==> src/design/tsvcg_pkg.sv <==
`timescale 1ns / 1ps
`default_nettype none
package tsvcg_pkg;

  localparam logic [2:0] CFG_ORIGIN_X = 3'd0;
  localparam logic [2:0] CFG_ORIGIN_Y = 3'd1;
  localparam logic [2:0] CFG_ORIGIN_Z = 3'd2;
  localparam logic [2:0] CFG_RATE     = 3'd3;
  localparam logic [2:0] CFG_ROWS     = 3'd4;
  localparam logic [2:0] CFG_COLS     = 3'd5;

  localparam logic [1:0] STAT_OK      = 2'd0;
  localparam logic [1:0] STAT_BELOW   = 2'd1;
  localparam logic [1:0] STAT_OUTSIDE = 2'd2;
  localparam logic [1:0] STAT_SAT     = 2'd3;

  localparam logic CMD_ADD  = 1'b0;
  localparam logic CMD_READ = 1'b1;

  // classified transaction handed from front to back
  typedef struct packed {
    logic        is_read;
    logic        outside;
    logic [23:0] idx;
    logic [31:0] h;
    logic [7:0]  blue;
    logic [7:0]  green;
    logic [7:0]  red;
  } tsvcg_entry_t;

endpackage
`default_nettype wire

==> src/design/tsvcg_front.sv <==
`timescale 1ns / 1ps
`default_nettype none
module tsvcg_front import tsvcg_pkg::*; #(
  parameter int GRID_ROWS   = 256,
  parameter int GRID_COLS   = 256,
  parameter int HEIGHT_BITS = 16
) (
  input  wire logic               clk,
  input  wire logic               rst_n,
  input  wire logic               en,
  input  wire logic               in_valid,
  output logic                    in_ready,
  input  wire logic               in_cmd,
  input  wire logic signed [31:0] in_coord_x,
  input  wire logic signed [31:0] in_coord_y,
  input  wire logic signed [31:0] in_coord_z,
  input  wire logic [7:0]         in_blue,
  input  wire logic [7:0]         in_green,
  input  wire logic [7:0]         in_red,
  input  wire logic [7:0]         in_read_row,
  input  wire logic [7:0]         in_read_col,
  input  wire logic [31:0]        origin_x,
  input  wire logic [31:0]        origin_y,
  input  wire logic [31:0]        origin_z,
  input  wire logic [31:0]        rate,
  input  wire logic [12:0]        nrows,
  input  wire logic [12:0]        ncols,
  output logic                    q_valid,
  input  wire logic               q_ready,
  output tsvcg_entry_t            q_data
);

  localparam logic [1:0] F_IDLE  = 2'd0;
  localparam logic [1:0] F_MUL   = 2'd1;
  localparam logic [1:0] F_CLASS = 2'd2;
  localparam logic [1:0] F_PUSH  = 2'd3;

  logic [1:0]   state_r, state_nxt;
  logic [1:0]   mcnt_r, mcnt_nxt;
  logic [31:0]  dx_r, dy_r, dz_r;
  logic [31:0]  row_r, col_r, h_r;
  logic [7:0]   b_r, g_r, rd_r;
  tsvcg_entry_t entry_r;

  logic         accept;
  logic [32:0]  dx, dy, dz;
  logic [31:0]  op;
  logic [63:0]  prod;
  logic         rd_out;
  logic [31:0]  rd_idx, add_idx;
  logic         add_out;
  logic [31:0]  hshift;

  assign in_ready = (state_r == F_IDLE) && en;
  assign accept   = in_valid && in_ready;
  assign q_valid  = (state_r == F_PUSH);
  assign q_data   = entry_r;

  assign dx = {in_coord_x[31], in_coord_x} - {origin_x[31], origin_x};
  assign dy = {in_coord_y[31], in_coord_y} - {origin_y[31], origin_y};
  assign dz = {in_coord_z[31], in_coord_z} - {origin_z[31], origin_z};

  assign rd_out = ({5'd0, in_read_row} >= nrows) || ({5'd0, in_read_col} >= ncols);
  assign rd_idx = 32'(in_read_row) * 32'(GRID_COLS) + 32'(in_read_col);

  always_comb begin
    unique case (mcnt_r)
      2'd0:    op = dx_r;
      2'd1:    op = dy_r;
      default: op = dz_r;
    endcase
  end
  assign prod = 64'(op) * 64'(rate);

  assign hshift  = h_r >> HEIGHT_BITS;
  assign add_out = (row_r >= 32'(nrows)) || (col_r >= 32'(ncols)) || (hshift != 32'd0);
  assign add_idx = row_r * 32'(GRID_COLS) + col_r;

  always_comb begin
    state_nxt = state_r;
    mcnt_nxt  = mcnt_r;
    unique case (state_r)
      F_IDLE: begin
        if (accept) begin
          if (in_cmd == CMD_READ || dx[32] || dy[32] || dz[32]) begin
            state_nxt = F_PUSH;
          end else begin
            state_nxt = F_MUL;
            mcnt_nxt  = 2'd0;
          end
        end
      end
      F_MUL: begin
        mcnt_nxt = mcnt_r + 2'd1;
        if (mcnt_r == 2'd2) begin
          state_nxt = F_CLASS;
        end
      end
      F_CLASS: state_nxt = F_PUSH;
      default: begin
        if (q_ready) begin
          state_nxt = F_IDLE;
        end
      end
    endcase
  end

  always_ff @(posedge clk) begin
    if (!rst_n) begin
      state_r <= F_IDLE;
      mcnt_r  <= 2'd0;
    end else begin
      state_r <= state_nxt;
      mcnt_r  <= mcnt_nxt;
    end
  end

  always_ff @(posedge clk) begin
    if (accept) begin
      dx_r          <= dx[31:0];
      dy_r          <= dy[31:0];
      dz_r          <= dz[31:0];
      b_r           <= in_blue;
      g_r           <= in_green;
      rd_r          <= in_red;
      entry_r.is_read <= (in_cmd == CMD_READ);
      entry_r.outside <= (in_cmd == CMD_READ) ? rd_out : 1'b1;
      entry_r.idx     <= rd_idx[23:0];
      entry_r.h       <= 32'd0;
      entry_r.blue    <= in_blue;
      entry_r.green   <= in_green;
      entry_r.red     <= in_red;
    end
    if (state_r == F_MUL) begin
      unique case (mcnt_r)
        2'd0:    row_r <= prod[63:32];
        2'd1:    col_r <= prod[63:32];
        default: h_r   <= {1'b0, prod[63:33]};
      endcase
    end
    if (state_r == F_CLASS) begin
      entry_r.is_read <= 1'b0;
      entry_r.outside <= add_out;
      entry_r.idx     <= add_idx[23:0];
      entry_r.h       <= h_r;
      entry_r.blue    <= b_r;
      entry_r.green   <= g_r;
      entry_r.red     <= rd_r;
    end
  end

endmodule
`default_nettype wire

==> config.mk <==
export PLATFORM = sky130hd
export DESIGN_NAME = tsvcg_front
export DESIGN_NICKNAME = d
export VERILOG_FILES = /design/src/design/tsvcg_pkg.sv /design/src/design/tsvcg_front.sv
export SDC_FILE = /design/constraint.sdc
export NUM_CORES = 2
export LEC_CHECK = 0
export BUFFER_PORTS_ARGS = -buffer_cell sky130_fd_sc_hd__buf_2
export CELL_PAD_IN_SITES_DETAIL_PLACEMENT = 0
export CELL_PAD_IN_SITES_GLOBAL_PLACEMENT = 1
export CORE_MARGIN = 5
export CORE_UTILIZATION = 54
export CTS_CLUSTER_SIZE = 12
export DETAILED_ROUTE_END_ITERATION = 10
export GPL_TIMING_DRIVEN = 0
export PLACE_DENSITY = 0.87
export SYNTH_ARGS = -nofsm -noshare
export SYNTH_HDL_FRONTEND = slang
export SYNTH_SLANG_ARGS = --single-unit
export TNS_END_PERCENT = 20
==> constraint.sdc <==
create_clock -name clk -period 23.9 [get_ports clk]
set_input_delay 4.78 -clock clk [delete_from_list [all_inputs] [get_ports clk]]
set_output_delay 4.78 -clock clk [all_outputs]
set_load 0.01 [all_outputs]
Word level (Yosys, flattened, before mapping)
Index checks and enable logic that the tools add are counted.
{"block": "word_totals", "output_inout_bits": 84, "ff_bits": 300, "inputBits": 296}
{"block": "op_classes", "mux": 12, "bitwise": 1, "eq_ne": 8, "reduce_logical": 20, "multipliers": 1, "order_cmp": 4, "add_sub_neg": 6}
{"cell": "$mux W81", "count": 2}
{"cell": "$sub A32 B32 Y33", "count": 3}
{"cell": "$ge A32 B13 Y1", "count": 2}
{"cell": "$mul A32 B32 Y64", "count": 1}
{"cell": "$pmux W32 S2", "count": 1}
{"cell": "$reduce_bool A32 Y1", "count": 1}
{"cell": "$ge A8 B13 Y1", "count": 2}
{"cell": "$add A24 B24 Y24", "count": 1}
{"cell": "$add A16 B8 Y17", "count": 1}
{"cell": "$mux W2", "count": 6}
{"cell": "$eq A2 B2 Y1 const B", "count": 3}
{"cell": "$logic_or A1 B1 Y1", "count": 6}
{"cell": "$ne A2 B2 Y1 const B", "count": 3}
{"cell": "$pmux W2 S3", "count": 1}
{"cell": "$reduce_and A2 Y1", "count": 3}
{"cell": "$reduce_and A3 Y1", "count": 2}
{"cell": "$eq A2 B1 Y1 const B", "count": 2}
{"cell": "$logic_not A2 Y1", "count": 2}
{"cell": "$pmux W2 S2", "count": 1}
{"cell": "$reduce_bool A2 Y1", "count": 2}
{"cell": "$reduce_bool A4 Y1", "count": 1}
{"cell": "$add A2 B1 Y2 const B", "count": 1}
{"cell": "$logic_and A1 B1 Y1", "count": 2}
{"cell": "$reduce_or A2 Y1", "count": 1}
{"cell": "other kinds (2)", "count": 2}

Logic depth before layout (Yosys ltp)
{"block": "depth", "depth_word": 7, "mapped_depth": 36, "mapped_depth_nobuf": 33}

Worst setup path before layout
Ideal clock, no wire load.
{"block": "synth_timing", "kind": "input port to flip-flop", "startpoint": "input port rate[8]", "endpoint": "register col_r[26], data pin", "required_time_ps": 23633, "path_slack_ps": 12182, "setup_time_ps": 267, "arrival_time_ps": 11451, "path_stages": 25, "path_cell_list": "clkbuf_1 nand2_1 fa_1 inv_1 fa_1 inv_1 fa_1 inv_1 fa_1 fa_1 fa_1 fa_1 inv_1 fa_1 inv_1 ha_1 nand2_1 or4_4 a2111oi_4 a22oi_4 a21oi_4 a41oi_4 o21ai_2 a21oi_1 xnor2_1"}
{"block": "synth_via", "elab_chain_cells": 1}
{"item": "start, declared", "line": "tsvcg_front.sv:25", "source": "input wire logic [31:0] rate,"}
{"item": "$mul A32 B32 Y64", "line": "tsvcg_front.sv:73", "source": "assign prod = 64'(op) * 64'(rate);"}
{"item": "named net prod[58]", "line": "tsvcg_front.sv:48", "source": "logic [63:0] prod;"}
{"item": "end signal, assigned", "line": "tsvcg_front.sv:137", "source": "2'd1: col_r <= prod[63:32];"}
{"item": "end, declared", "line": "tsvcg_front.sv:41", "source": "logic [31:0] row_r, col_r, h_r;"}
The timed path passes the listed nets, and every way through them passes these cells.
A chain may end at the register's enable or synchronous reset.

Final worst setup path
{"block": "layout_timing", "startpoint": "input port rate[10]", "endpoint": "register h_r[30], data pin"}
{"block": "layout_via", "elab_chain_cells": 1}
{"item": "$mul A32 B32 Y64", "line": "tsvcg_front.sv:73"}
{"item": "named net prod[63]", "line": "tsvcg_front.sv:48"}
{"item": "end signal, assigned", "line": "tsvcg_front.sv:138", "source": "default: h_r <= {1'b0, prod[63:33]};"}
{"item": "end, declared", "line": "tsvcg_front.sv:41"}
The timed path passes the listed nets, and every way through them passes these cells.

==> results.py <==
metrics = {
    "status": {
        "status": "finished, final reports clean",
    },
    "floorplanning": {
        "core-area_sq_mm": 0.0917,
        "initial_core_util_pct": 54.3,
        "die_h_um": 314,
        "num_io_pins": 380,
        "die_w_um": 314,
        "die_area_sq_mm": 0.0984,
        "rows": 111,
    },
    "placed_design": {
        "dpl.hpwl_mm": 141,
        "gp_congestion": 1.06,
        "post_dp_cell_area_sq_mm": 0.0533,
        "portBuffers": 378,
    },
    "synthesis": {
        "synth_top_area_share_pct": 36.1,
        "seq_area_frac_synth_pct": 18.0,
        "yosys-top-cells-count": "inv_1, fa_1, and2_1",
        "synth_area_leaders": "fa_1, edfxtp_1, ha_1, and2_1, inv_1",
        "ys_async_sr_fraction_pct": 0,
        "syn_area_sq_mm": 0.0498,
        "synth_edf_count": 295,
        "ys_ff_latch": 300,
        "synth_nets": 6682,
        "syn_inst": 5066,
        "yosysMostFrequentCell": "inv_1",
        "yosys.area.top_type": "fa_1",
        "yosys_most_used_dff": "edfxtp_1",
        "yosysWarningCount": 0,
        "syn_area_per_cell_sq_um": 9.83,
        "yosys.cell_types.count": 91,
    },
    "final_layout": {
        "area_growth_pct": 9.23,
        "drive_gt1_share_pct": 9.31,
        "nets": 7101,
        "fin_area_sq_mm": 0.0544,
    },
    "sta": {
        "fmax_mhz": 73.2,
        "drv_slew": 0,
        "hold_violations": 0,
        "whs_ps": 490,
        "setup_violations": 0,
        "post-route-min-period_ps": 13660,
        "slew_headroom_pct": 19.0,
        "grt_setup_unrepaired": "false",
        "fin_crit_sh_pct": 57.2,
        "clock_skew_ps": 21.5,
        "tns_ps": 0,
        "tightest_slew_ps": 1210,
    },
    "drt": {
        "ant_nets": 0,
        "drt-vias-per-instance": 5.64,
        "vias": 37800,
        "wl_per_cell_um": 24.9,
        "dr.pass1.iters": 6,
        "first_iter_violations": 3405,
        "drc_errors": 0,
        "drt_wl_total_mm": 167,
    },
    "critical_path": {
        "critPathLaunchType": "input pin",
        "cpPeakStageDelay_ps": 890,
        "critPathSlowestCell": "clkbuf_1",
        "crit_type": "input pin to flop",
        "worstPathRequired_ps": 24190,
        "cp.arrival_ps": 13950,
        "crit_path_max_fanout": 10,
        "cp-end-kind": "flop",
        "crit_top_cell": "fa_1",
    },
    "clocking": {
        "root_buffer": "clkbuf_16",
        "postCtsSetupRepairBufs": 0,
        "cts_resized": 0,
        "clock_sinks": 300,
        "cts_buffer_depth": 3,
        "htreeDepth": 2,
        "clk_latency_ps": 570,
        "clk_pin_slew_worst_paths_ps": 60,
        "cts_hold_buf": 0,
        "cts_tree": "done",
        "cts-buffers-inserted": 35,
    },
    "global_route": {
        "grt_pass1_wl_mm": 248,
        "grt_pass1_vias": 39600,
        "grt_util_all_layers_pct": 34.1,
        "grt_overflow": 0,
        "grt_max_degree": 81,
        "antenna_found_initial": 25,
    },
    "worst_hold_path": {
        "hp-class": "flop to flop",
    },
    "job": {
        "max_cap_violations": 0,
    },
}
[flip-flops by register name (all words and copies together) (netlist names), 31 cells and up]
| name | cells |
|---|---|
| col_r | 32 |
| dx_r | 32 |
| dy_r | 32 |
| dz_r | 32 |
| h_r | 31 |
| q_data | 81 |
| row_r | 32 |
[routing by layer]
layer,global-route usage [%],share of wire [%]
met1,45.6,40
met2,52.4,44
met3,11.3,12
met4,12.3,4.5
met5,0,0.11
[kinds of logic after synthesis]
group           share of synthesized area (%)
flops                                    18.0
xor+xnor                                 2.23
mux                                     0.937
other cells                           0.00753
buf+inv                                  9.72
compound gates                           7.17
simple gates                             15.2
fa+ha+maj                                46.7
[placed cells by master, fill, tap and decap left out, types with 60 or more instances in the layout]
cell,count
inv_1,1058
fa_1,899
and2_1,638
nand2_1,575
ha_1,421
buf_2,379
edfxtp_1,295
clkbuf_1,229
a21oi_1,140
xnor2_1,95
nor2_1,94
a21o_1,89
o21ai_0,60
[critical path: cells and delay by family]
| family | cells | cell delay [ps] |
|---|---|---|
| buffers and inverters | 6 | 1380 |
| XOR/XNOR | 1 | 100 |
| AND/OR/NAND/NOR | 5 | 1780 |
| adder cells (fa/ha/maj) | 9 | 4530 |
| AO/OA/AOI/OAI | 5 | 1360 |
[per-stage QoR]
| step | utilization [%] | std cells | worst slack, ps |
|---|---|---|---|
| 6_report | 59.3 | 6703 | 10240 |
| 5_1_grt | 59.3 | 6696 | 10170 |
| 4_1_cts | 59.3 | 6694 | 10390 |
| 3_5_place_dp | 58.1 | 6634 | 9810 |
| 3_3_place_gp | 58.0 | 6630 | 9900 |
| 2_1_floorplan | - | 5066 | 12180 |
[path summary, 6_finish.rpt]
kind | from | endpoint | slack (ps) | cells after the start
max | rate[10] | h_r[30]$_DFFE_PP_ | 10240 | 26
min | mcnt_r[0]$_SDFFE_PN0P_ | mcnt_r[0]$_SDFFE_PN0P_ | 490 | 2
max reg2reg | mcnt_r[0]$_SDFFE_PN0P_ | h_r[30]$_DFFE_PP_ | 12460 | 33
min reg2reg | mcnt_r[0]$_SDFFE_PN0P_ | mcnt_r[0]$_SDFFE_PN0P_ | 490 | 2
[area by class of cell]
type,count,area (sq um)
antenna,9,22.5
multi-input combinational,3481,36000
inverter,1060,3980
fill,8111,37300
buffer,225,861
clock inverter,13,184
sequential,300,8960
timing repair buffer,382,1970
clock buffer,47,921
tap,1186,1480
Power is not shown: default switching activity piles up to over one toggle a cycle in this logic, so the estimate is an artifact.
