$ cat config.mk
export PLATFORM = sky130hd
export DESIGN_NAME = tsvcg_queue
export DESIGN_NICKNAME = d
export VERILOG_FILES = /design/src/design/tsvcg_pkg.sv /design/src/design/tsvcg_queue.sv
export SDC_FILE = /design/constraint.sdc
export NUM_CORES = 1
export LEC_CHECK = 0
export ABC_AREA = 1
export BUFFER_PORTS_ARGS = -buffer_cell sky130_fd_sc_hd__buf_2
export CAP_MARGIN = 25
export CORE_MARGIN = 2
export CORE_UTILIZATION = 45
export DETAILED_ROUTE_END_ITERATION = 12
export PLACE_DENSITY = 0.69
export RECOVER_POWER = 100
export SYNTH_ARGS = -nofsm -noshare
export SYNTH_HDL_FRONTEND = slang
export SYNTH_SLANG_ARGS = --single-unit
$ cat constraint.sdc
create_clock -name clk -period 5.83 [get_ports clk]
set_input_delay 0 -clock clk [delete_from_list [all_inputs] [get_ports clk]]
set_output_delay 0 -clock clk [all_outputs]
set_load 0.005 [all_outputs]
$ cat src/design/tsvcg_pkg.sv
`timescale 1ns / 1ps
`default_nettype none
package tsvcg_pkg;

  localparam logic [2:0] CFG_ORIGIN_X = 3'd0;
  localparam logic [2:0] CFG_ORIGIN_Y = 3'd1;
  localparam logic [2:0] CFG_ORIGIN_Z = 3'd2;
  localparam logic [2:0] CFG_RATE     = 3'd3;
  localparam logic [2:0] CFG_ROWS     = 3'd4;
  localparam logic [2:0] CFG_COLS     = 3'd5;

  localparam logic [1:0] STAT_OK      = 2'd0;
  localparam logic [1:0] STAT_BELOW   = 2'd1;
  localparam logic [1:0] STAT_OUTSIDE = 2'd2;
  localparam logic [1:0] STAT_SAT     = 2'd3;

  localparam logic CMD_ADD  = 1'b0;
  localparam logic CMD_READ = 1'b1;

  // classified transaction handed from front to back
  typedef struct packed {
    logic        is_read;
    logic        outside;
    logic [23:0] idx;
    logic [31:0] h;
    logic [7:0]  blue;
    logic [7:0]  green;
    logic [7:0]  red;
  } tsvcg_entry_t;

endpackage
`default_nettype wire

$ cat src/design/tsvcg_queue.sv
`timescale 1ns / 1ps
`default_nettype none
module tsvcg_queue import tsvcg_pkg::*; (
  input  wire logic          clk,
  input  wire logic          rst_n,
  input  wire logic          push_valid,
  output logic               push_ready,
  input  wire tsvcg_entry_t  push_data,
  output logic               pop_valid,
  input  wire logic          pop_ready,
  output tsvcg_entry_t       pop_data
);

  tsvcg_entry_t slot_r [2];
  logic         wp_r, wp_nxt, rp_r, rp_nxt;
  logic [1:0]   cnt_r, cnt_nxt;
  logic         push, pop;

  assign push_ready = (cnt_r != 2'd2);
  assign pop_valid  = (cnt_r != 2'd0);
  assign pop_data   = slot_r[rp_r];
  assign push       = push_valid && push_ready;
  assign pop        = pop_valid && pop_ready;

  always_comb begin
    wp_nxt  = push ? ~wp_r : wp_r;
    rp_nxt  = pop ? ~rp_r : rp_r;
    cnt_nxt = cnt_r + {1'b0, push} - {1'b0, pop};
  end

  always_ff @(posedge clk) begin
    if (!rst_n) begin
      wp_r  <= 1'b0;
      rp_r  <= 1'b0;
      cnt_r <= 2'd0;
    end else begin
      wp_r  <= wp_nxt;
      rp_r  <= rp_nxt;
      cnt_r <= cnt_nxt;
    end
  end

  always_ff @(posedge clk) begin
    if (push) begin
      slot_r[wp_r] <= push_data;
    end
  end

endmodule
`default_nettype wire

* Word-level counts from Yosys, hierarchy flattened
Memories as Yosys holds them, arrays and structs flattened. A register that Yosys moved wholly into a read port is not among the register bits.
Cells that the tools add are included.
** Storage, ports and cells
- Register bits :: 4
- Memory bits (writable) :: 164
- Input port bits :: 86
- Output and inout port bits :: 84
- Logic and storage cells :: 16
- Memories kept :: 1
** Memories
- slot_r :: words 2, width 82, rd ports 1, clocked after memory_dff 1, write ports 1, line tsvcg_queue.sv:14 : tsvcg_entry_t slot_r [2];
** Cells by class
- $add $sub $neg :: 2
- Eq/ne operators :: 1
- Muxes and demuxes :: 4
- Bitwise gates (word level) :: 2
- Reductions and logical operators :: 3
** Operators with widths (number)
- 1-bit two-way mux :: 4
- 2-bit by 1-bit adder with 2-bit output :: 1
- 1-bit logical AND :: 2
- 2-bit inequality test, second input constant :: 1
- 1-bit inverter :: 2
- 2-bit nonzero test :: 1
- 2-bit by 1-bit subtractor with 2-bit output :: 1

* Depth between registers and ports, before layout
Gate-level depths: netlist of the first run.
- Word-level depth :: 4
- Gate-level depth with buffers :: 11
- Mapped depth without buffers :: 11

* Worst setup path before layout of the first run
Ideal clock, no wire load.
- Path kind :: register -> register
- From :: register cnt_r[0]
- To :: memory slot_r[0][0] (netlist name), enable pin
- Setup time :: 523 ps
- Arrival :: 4002 ps
- Required time :: 5307 ps
- Slack :: 1305 ps
- Cell stages (with the launch flop) :: 5
- Path buffers :: 0
- Period minus slack after synthesis :: 4525 ps
- Path through :: dfxtp_1 > inv_1 > nand2_1 > nand2_1 > nor2_1
** Between the ends
- Longest elaborated chain between the ends :: 4
** Ends and longest elaborated chain
- start, declared :: line tsvcg_queue.sv:16 : logic [1:0] cnt_r, cnt_nxt;
- start signal, assigned :: line tsvcg_queue.sv:39 : cnt_r <= cnt_nxt;
- 2-bit inequality test :: line tsvcg_queue.sv:19 : assign push_ready = (cnt_r != 2'd2);
- named net push_ready :: line tsvcg_queue.sv:7 : output logic push_ready,
- 1-bit logical AND :: line tsvcg_queue.sv:22 : assign push = push_valid && push_ready;
- 1-bit two-way mux :: line tsvcg_queue.sv:44 : if (push) begin
- 1-bit two-way mux (not written as such) :: line tsvcg_queue.sv:45 : slot_r[wp_r] <= push_data;
- end, declared :: line tsvcg_queue.sv:14
The timed path passes the listed nets, and every way through them passes these cells.

* Final worst setup path of the first run
- From :: register cnt_r[0]
- To :: memory slot_r[0][66] (netlist name), enable pin
** Between the ends
- Longest elaborated chain between the ends :: 4
** Ends and longest elaborated chain (line)
- 2-bit inequality test :: tsvcg_queue.sv:19
- 1-bit logical AND :: tsvcg_queue.sv:22
- 1-bit two-way mux :: tsvcg_queue.sv:44
- 1-bit two-way mux (not written as such) :: tsvcg_queue.sv:45
Every way passes these cells.

==> results.py, run 1 <==
metrics = {
    "placed_design": {
        "portBuffers": 169,
        "placed_area_sq_um": 7520,
        "gp_congestion": 0.7365,
        "hpwl_microns": 7373,
    },
    "grt": {
        "grt_pass1_wl_microns": 18960,
        "antenna_found_initial": 0,
        "grt_usage": 0.1612,
        "grt_max_degree": 53,
        "gr-total-overflow": 0,
        "grt_pass1_vias": 3863,
    },
    "drt": {
        "viasPerCell": 4.630,
        "finalWirelength_microns": 12090,
        "drt_iter0_drc": 116,
        "vias": 3496,
        "firstDrtPassIters": 4,
        "ant_nets": 0,
        "wl_per_cell_microns": 16.02,
        "drcViolationCount": 0,
    },
    "final_layout": {
        "finalInstanceArea_sq_um": 8501,
        "area_growth_pct": 29.58,
        "insertedDiodeCount": 0,
        "nets": 647,
        "layout_commonest_cell": "edfxtp_1",
        "multi_input_area_sq_um": 1049,
        "nFillCells": 1165,
        "drive_gt1_frac": 0.2312,
        "seq_area_sq_um": 5025,
        "final_cell_mix": "164 x edfxtp_1, 97 x buf_2, 85 x dlygate4sd3_1",
    },
    "synthesis": {
        "syn_area_sq_um": 6560,
        "synth_top_area_frac": 0.7507,
        "synth_seq_cells": 169,
        "synth_top_area_cell": "edfxtp_1",
        "ys_warn_count": 0,
        "syn_area_per_cell_sq_um": 22.54,
        "yosysUniqueCellTypes": 12,
        "syn_inst": 291,
        "synth_nets": 379,
        "yosysSeqAreaShare": 0.7660,
        "synthTopCellsByArea": "edfxtp_1 75%, mux2_4 18%, buf_12 2.4%, dfxtp_1 1.5%, nand2_1 0.51%",
    },
    "worst_hold_path": {
        "hp-class": "input pin to flop",
    },
    "sta": {
        "fin_tns_setup_ns": 0,
        "finClkSkew_ns": 0.005943,
        "setup_viol": 0,
        "relSlewSlack": -0.6290,
        "finalCritPeriodShare": 0.6059,
        "rsz0062_at_grt": "false",
        "hold_viol": 0,
        "fmax_mhz": 283.1,
        "period_minus_slack_ns": 3.533,
        "tightest_slew_ns": 2.444,
        "maxSlewViolCount": 77,
    },
    "power_and_ir_drop": {
        "p_leak_nw": 3.096,
        "swShare": 0.2483,
        "power_frac_comb": 0.197,
        "vdd_drop_max_uv": 229.1,
        "clock_power_share": 0.315,
        "cellPowerDensity_nw_per_um2": 388.3,
        "seqPwrFrac": 0.488,
        "p_total_mw": 3.301,
        "p_sw_mw": 0.8195,
        "p_int_mw": 2.481,
    },
    "clocking": {
        "cts.sinks": 169,
        "cts_hold_buf": 85,
        "clk_pin_slew_ns": 0.06,
        "cts_buffers": 17,
        "root_buffer": "clkbuf_16",
        "cts_resized": 0,
        "clock_latency_ns": 0.42,
        "cts_tree": "yes",
        "clockBufferDepth": 2,
        "htree_num_levels": 4,
        "cts_setup_buffers": 0,
    },
    "floorplanning": {
        "die_area_sq_um": 15560,
        "die_h_microns": 124.7,
        "row_count": 44,
        "ios": 170,
        "initial_utilization": 0.4565,
        "core_area_sq_um": 14370,
        "die_w_microns": 124.7,
    },
    "worst_setup_path": {
        "worst_path_most_repeated_cell": "nand2_1",
        "r2r_slack_ns": 2.30,
        "slowest_stage": "clkbuf_1",
        "crit_fanout": 43,
        "r2r_end": "slot_r[0][66]",
        "crit_family": "buffers and inverters",
        "critPathLaunchType": "flop",
        "path_cells": "inv_1 -> nand2_1 -> nand2_1 -> nor2_1 -> clkbuf_1",
        "crit_type": "flop to flop",
        "required_ns": 5.82,
        "arrival_ns": 3.52,
        "critPathLaunch": "cnt_r[0]",
        "endpoint": "slot_r[0][66]",
        "critical_path.max_stage_delay_ns": 1.81,
        "r2r_start": "cnt_r[0]",
        "r2r_cells": 5,
        "cp.depth": 5,
        "crit_path_end_kind": "flop",
        "cp.buffers_inverters": 2,
    },
    "status": {
        "status": "finished with violations",
        "violations": "max-capacitance violations, max-slew violations",
    },
    "run": {
        "maxCapViolations": 3,
    },
}
-- power groups by stage --
stage                     clock network (mW)  logic [mW]  registers [mW]
after CTS                               1.07       0.836            1.62
after global routing                    1.12       0.719            1.63
final                                   1.04       0.649            1.61
after detailed placement                   0       0.789            1.65
after floorplan                            0       0.583            1.61
after global placement                     0       0.768            1.63
-- per-layer routing --
layer / wire (microns) / up-vias / part of all wire / global-route usage
met2: 6210 / 118 / 0.51 / 0.2848
met5: 0 / - / 0 / 0
met1: 4991 / 1693 / 0.41 / 0.1804
met3: 695 / 17 / 0.057 / 0.04983
met4: 197 / 0 / 0.016 / 0.06742
li1: - / 1668 / - / -
-- through the flow --
stage	hold slack (ns)	util	cells	worst slack, ns
detailed placement	0.1923	0.5233	639	3.593
global placement	0.1882	0.5219	638	3.232
floorplan	0.09345	-	291	1.305
global route	0.2929	0.5916	755	1.861
CTS	0.2763	0.6204	755	3.166
finish	0.3077	0.5916	755	2.297
-- cells by family after synthesis --
logic type / after synthesis / share of synthesized area
flops: 169 / 0.7660
mux: 82 / 0.1865
simple gates: 20 / 0.01202
buf+inv: 16 / 0.03014
compound gates: 2 / 0.001526
fa+ha+maj: 2 / 0.003814
-- cell type report --
class	instances	share of cell area
clock inverters	10	0.01222
flip-flops and latches	169	0.5911
well taps	184	0.02708
inverters	7	0.003238
repair buffers	258	0.1912
clock buffers	21	0.05181
multi-input cells	106	0.1233
-- registers in the layout, indices dropped and copies added, names as in the netlist, named ones only --
register / cells
cnt_r: 2
rp_r: 1
slot_r: 164
wp_r: 1
-- worst reg2reg max path, cell delays in order, from the launching register on --
cell and delay [ns]:
dfxtp_1 0.35, inv_1 0.07, nand2_1 0.13, nand2_1 0.09, nor2_1 0.63, clkbuf_1 1.81
-- synth_stat cells, drive strengths merged --
cell and count:
mux2 82, dfxtp 5, nand3 3, nor2 8, a21oi 2, inv 7, ha 2, edfxtp 164
nand2 9, buf 9
-- worst min-delay path by stage --
stage	to	cells after the start	start
2_1_floorplan	cnt_r[0]	2	rst_n
3_5_place_dp	slot_r[0][34]	1	push_data[34]
6_report	slot_r[0][38]	2	push_data[38]
3_3_place_gp	slot_r[0][19]	1	push_data[19]
5_1_grt	slot_r[0][38]	2	push_data[38]
4_1_cts	slot_r[0][65]	2	push_data[65]
Note: power is estimated with default switching activity, not from simulation.
==> run 2: changes to the inputs <==
==> constraint.sdc (replaced) <==
create_clock -name clk -period 3.6 [get_ports clk]
set_input_delay 0 -clock clk [delete_from_list [all_inputs] [get_ports clk]]
set_output_delay 0 -clock clk [all_outputs]
set_load 0.005 [all_outputs]
==> run 2 against run 1 <==
Net effect: the run now ends clean; global-route usage is 0.33 points lower; sequential cell count stayed put; die area stayed put; core utilization is 0.48 points higher; fmax is 41% higher; design area is 0.81% higher; largest power group unchanged; largest cell class unchanged; clock power is 63% higher; worst hold slack worse by 0.0093 ns; critical path type unchanged; first-iteration DRC count is 13% higher; sequential power is 62% higher; sequential share of layout area is 0.46 points lower.
==> results.py, run 2 (synthesis gave the netlist of run 1 again) <==
metrics = {
    "status": {
        "status": "finished clean",
    },
    "sta": {
        "fmax_mhz": 398.3,
        "rsz0062_at_grt": "false",
        "fin_tns_setup_ns": 0,
        "maxSlewViolCount": 0,
        "setup_viol": 0,
        "period_minus_slack_ns": 2.511,
        "finalCritPeriodShare": 0.6975,
        "tightest_slew_ns": 1.470,
        "whs_ns": 0.2985,
        "finClkSkew_ns": 0.005583,
        "hold_viol": 0,
        "relSlewSlack": 0.01865,
    },
    "grt": {
        "grt_pass1_wl_microns": 18480,
        "antenna_found_initial": 0,
        "grt_usage": 0.1579,
        "grt_max_degree": 58,
        "gr-total-overflow": 0,
        "grt_pass1_vias": 3769,
    },
    "drt": {
        "ant_nets": 0,
        "drt_iter0_drc": 131,
        "wl_per_cell_microns": 15.90,
        "drcViolationCount": 0,
        "viasPerCell": 4.573,
        "firstDrtPassIters": 4,
        "vias": 3457,
        "finalWirelength_microns": 12020,
    },
    "worst_setup_path": {
        "arrival_ns": 2.60,
        "critical_path.max_stage_delay_ns": 1.11,
        "worst_path_most_repeated_cell": "nand2_1",
        "path_cells": "inv_1 -> nand2_1 -> nand2_1 -> nor2_2 -> buf_12",
        "required_ns": 3.69,
        "critPathLaunchType": "flop",
        "crit_fanout": 57,
        "endpoint": "slot_r[0][56]",
        "crit_path_end_kind": "flop",
        "slowest_stage": "nor2_2",
        "crit_type": "flop to flop",
        "r2r_cells": 5,
        "critPathLaunch": "cnt_r[0]",
        "r2r_slack_ns": 1.09,
        "r2r_start": "cnt_r[0]",
        "r2r_end": "slot_r[0][56]",
    },
    "floorplanning": {
        "die_area_sq_um": 15560,
        "core_area_sq_um": 14370,
        "die_w_microns": 124.7,
        "initial_utilization": 0.4565,
        "row_count": 44,
        "die_h_microns": 124.7,
        "ios": 170,
    },
    "final_layout": {
        "seq_area_sq_um": 5026,
        "nFillCells": 1123,
        "postLayoutCoreUtil": 0.5964,
        "area_growth_pct": 30.63,
        "drive_gt1_frac": 0.2570,
        "largest-register": "slot_r",
        "largest_reg_flops": 164,
        "reg_top3": "slot_r (164), cnt_r (2)",
        "final_cell_mix": "164 x edfxtp_1, 104 x buf_2, 85 x dlygate4sd3_1",
        "multi_input_area_sq_um": 1051,
        "layout_commonest_cell": "edfxtp_1",
        "nets": 647,
        "insertedDiodeCount": 0,
    },
    "clocking": {
        "clk_pin_slew_ns": 0.06,
        "cts_tree": "yes",
        "cts_hold_buf": 85,
        "cts_buffers": 17,
        "cts_resized": 0,
        "root_buffer": "clkbuf_16",
        "htree_num_levels": 4,
        "clock_latency_ns": 0.42,
        "cts.sinks": 169,
        "clockBufferDepth": 2,
        "cts_setup_buffers": 0,
    },
    "placed_design": {
        "portBuffers": 169,
        "hpwl_microns": 7094,
        "gp_congestion": 0.7142,
    },
    "power_and_ir_drop": {
        "p_leak_nw": 3.138,
        "cellPowerDensity_nw_per_um2": 626.6,
        "p_total_mw": 5.370,
        "vdd_drop_max_uv": 387.6,
    },
    "worst_hold_path": {
        "hp-class": "input pin to flop",
    },
    "run": {
        "maxCapViolations": 0,
    },
}
[run 2: cell types whose count changed in the layout (fill, tap and decap cells not counted), moves of 2 or more]
| cell | previous run | this run |
|---|---|---|
| clkinvlp_4 | 2 | 4 |
| clkbuf_1 | 77 | 65 |
| clkinv_2 | 5 | 3 |
| buf_12 | 0 | 2 |
| clkbuf_8 | 0 | 3 |
| buf_2 | 97 | 104 |
[run 2: worst min path at each step]
stage / depth (start not counted) / to / slack, ns / startpoint
after floorplan: 2 / cnt_r[0] / 0.09 / rst_n
final: 2 / slot_r[0][64] / 0.30 / push_data[64]
after CTS: 2 / slot_r[0][81] / 0.27 / push_data[81]
after global routing: 2 / slot_r[1][3] / 0.28 / push_data[3]
after detailed placement: 1 / slot_r[0][81] / 0.19 / push_data[81]
after global placement: 1 / slot_r[1][68] / 0.19 / push_data[68]
[run 2: routing by layer]
metal / GRT usage / vias up / share of wire
li1: - / 1667 / -
met2: 0.2768 / 119 / 0.51
met5: 0 / - / 0
met3: 0.06572 / 16 / 0.067
met1: 0.1708 / 1655 / 0.40
met4: 0.05816 / 0 / 0.014
[run 2: layout make-up]
cell class              count  share of cell area
clock inverters            10             0.01080
repair buffers            258              0.1946
multi-input cells         106              0.1226
flip-flops and latches    169              0.5865
inverters                   7            0.003212
clock buffers              22             0.05534
well taps                 184             0.02687
[run 2: stage by stage]
stage,instance area [sq um],setup WS (ns),instances
2_1_floorplan,6563,0.4511,291
3_3_place_gp,7532,1.592,639
3_5_place_dp,7532,1.492,639
4_1_cts,8950,1.323,756
5_1_grt,8569,0.7978,756
6_report,8569,1.089,756
[run 2: critical path, delay by kind of cell, from the launching register on]
family | cells | cell delay (ns)
buffers and inverters | 2 | 0.46
DFF | 1 | 0.36
and+or+nand+nor | 3 | 1.33
[run 2: power breakdown]
part           leakage (nW)  switching, mW  internal [mW]
Sequential             1.57          0.117           2.49
Combinational          1.30          0.539          0.522
Clock                 0.269          0.694           1.00
==> run 3: changes to the inputs <==
==> constraint.sdc (replaced) <==
create_clock -name clk -period 2.45 [get_ports clk]
set_input_delay 0 -clock clk [delete_from_list [all_inputs] [get_ports clk]]
set_output_delay 0 -clock clk [all_outputs]
set_load 0.005 [all_outputs]
==> run 3 against run 2 <==
Net effect: clock power increased by 69%; power increased by 54%; register-to-register slack lost 0.54 ns; final cell count grew 0.40%; design area rose by 0.99%; count of clock-buffer cells in the layout down 4; non-clock buffer count increased by 2; die area unchanged; core utilization is 0.59 points higher; global-route usage is 0.091 points lower; clock skew up 0.00076 ns; sequential power grew 44%; critical path type is now flop to primary output.
==> results.py, run 3 (synthesis gave the netlist of run 1 again) <==
metrics = {
    "sta": {
        "tightest_slew_ns": 0.9013,
        "finClkSkew_ns": 0.006341,
        "maxSlewViolCount": 0,
        "hold_viol": 0,
        "period_minus_slack_ns": 1.915,
        "fmax_mhz": 522.2,
        "fin_tns_setup_ns": 0,
        "setup_viol": 0,
        "setup_slack_ns": 0.5351,
        "rsz0062_at_grt": "false",
        "relSlewSlack": 0.3991,
        "finalCritPeriodShare": 0.7816,
    },
    "power_and_ir_drop": {
        "p_leak_nw": 3.192,
        "p_total_mw": 8.246,
        "cellPowerDensity_nw_per_um2": 952.7,
        "vdd_drop_max_uv": 623.5,
    },
    "grt": {
        "grt_usage": 0.1570,
        "grt_max_degree": 50,
        "grt_pass1_vias": 3859,
        "grt_pass1_wl_microns": 18440,
        "antenna_found_initial": 0,
        "gr-total-overflow": 0,
    },
    "clocking": {
        "cts_buffers": 17,
        "htree_num_levels": 4,
        "clockBufferDepth": 2,
        "cts.sinks": 169,
        "clock_latency_ns": 0.42,
        "clk_pin_slew_ns": 0.06,
        "cts_setup_buffers": 0,
        "cts_tree": "yes",
        "root_buffer": "clkbuf_16",
    },
    "worst_setup_path": {
        "r2r_cells": 5,
        "cp.buffers_inverters": 2,
        "crit_fanout": 49,
        "slowest_stage": "clkbuf_4",
        "crit_family": "buffers and inverters",
        "arrival_ns": 1.91,
        "path_cells": "clkbuf_4 -> mux2_1 -> buf_2",
        "crit_type": "flop to primary output",
        "critical_path.max_stage_delay_ns": 0.57,
        "required_ns": 2.45,
        "crit_path_end_kind": "primary output",
        "r2r_start": "cnt_r[0]",
        "r2r_end": "slot_r[1][60]",
        "critPathLaunchType": "flop",
        "r2r_slack_ns": 0.55,
    },
    "floorplanning": {
        "initial_utilization": 0.4565,
        "die_w_microns": 124.7,
        "die_area_sq_um": 15560,
        "row_count": 44,
        "ios": 170,
        "die_h_microns": 124.7,
        "core_area_sq_um": 14370,
    },
    "worst_hold_path": {
        "hp-start": "push_data[15]",
        "holdPathStages": 2,
        "hp-class": "input pin to flop",
        "hold_end": "slot_r[1][15]",
    },
    "final_layout": {
        "finalInstanceArea_sq_um": 8655,
        "drive_gt1_frac": 0.2683,
        "nets": 649,
        "largest_reg_flops": 164,
        "largest-register": "slot_r",
        "area_growth_pct": 31.93,
        "final_cell_mix": "164 x edfxtp_1, 107 x buf_2, 85 x dlygate4sd3_1",
        "layout_commonest_cell": "edfxtp_1",
        "reg_top3": "slot_r (164), cnt_r (2)",
    },
    "drt": {
        "viasPerCell": 4.644,
        "firstDrtPassIters": 4,
        "vias": 3525,
        "ant_nets": 0,
        "drcViolationCount": 0,
        "wl_per_cell_microns": 15.73,
        "drt_iter0_drc": 169,
        "finalWirelength_microns": 11940,
    },
    "placed_design": {
        "gp_congestion": 0.6476,
        "place_ws_ns": 0.7556,
        "hpwl_microns": 7258,
        "placed_area_sq_um": 7550,
        "portBuffers": 169,
    },
    "run": {
        "maxCapViolations": 0,
    },
    "status": {
        "status": "finished clean",
    },
}
## run 3: cell types whose count changed in the layout (fill, tap and decap cells not counted), sizes merged
cell / delta
buf: +3
inv: +2
bufinv: +4
diode: +1
clkinvlp: -2
clkbuf: -5
## run 3: how the worst max path moves through the flow
stage / startpoint / end / cells after the start
2_1_floorplan: cnt_r[0] / slot_r[0][0] / 4
3_5_place_dp: cnt_r[0] / slot_r[0][54] / 5
5_1_grt: cnt_r[0] / slot_r[1][60] / 5
4_1_cts: flop / pop_data[81] / 3
6_report: flop / pop_data[38] / 3
3_3_place_gp: cnt_r[0] / slot_r[0][53] / 5
## run 3: metrics by stage
step / cells / hold WS (ns) / utilization
after global placement: 641 / 0.1879 / 0.5254
after floorplan: 291 / 0.09345 / -
final: 759 / 0.3082 / 0.6023
after CTS: 758 / 0.2773 / 0.6297
after detailed placement: 641 / 0.1914 / 0.5254
after global routing: 758 / 0.2893 / 0.6021
## run 3: final cells by class
class	instances	area, sq um
Fill cell	1128	5714
Sequential cell	169	5029
Timing Repair Buffer	260	1663
Multi-Input combinational cell	106	1052
Clock buffer	18	429.2
Tap cell	184	230.2
Clock inverter	14	219.0
Inverter	7	30.03
Antenna cell	1	2.502
## run 3: power by group
part	internal [mW]	leakage, nW	switching (mW)
combinational	0.749	1.31	0.861
sequential	3.66	1.57	0.0935
clock	1.82	0.311	1.06
total	6.23	3.19	2.02
## run 3: metal layers
| layer | wire, microns | share of wire | global-route usage |
|---|---|---|---|
| met1 | 4589 | 0.38 | 0.1563 |
| met2 | 6482 | 0.54 | 0.2922 |
| met3 | 567 | 0.047 | 0.04811 |
| met4 | 299 | 0.025 | 0.07997 |
| met5 | 0 | 0 | 0 |
## run 3: repair_timing
item	in CTS	in global routing
endpoints found under the hold margin	169	0
hold buffers	85	0
gates resized for setup	0	0
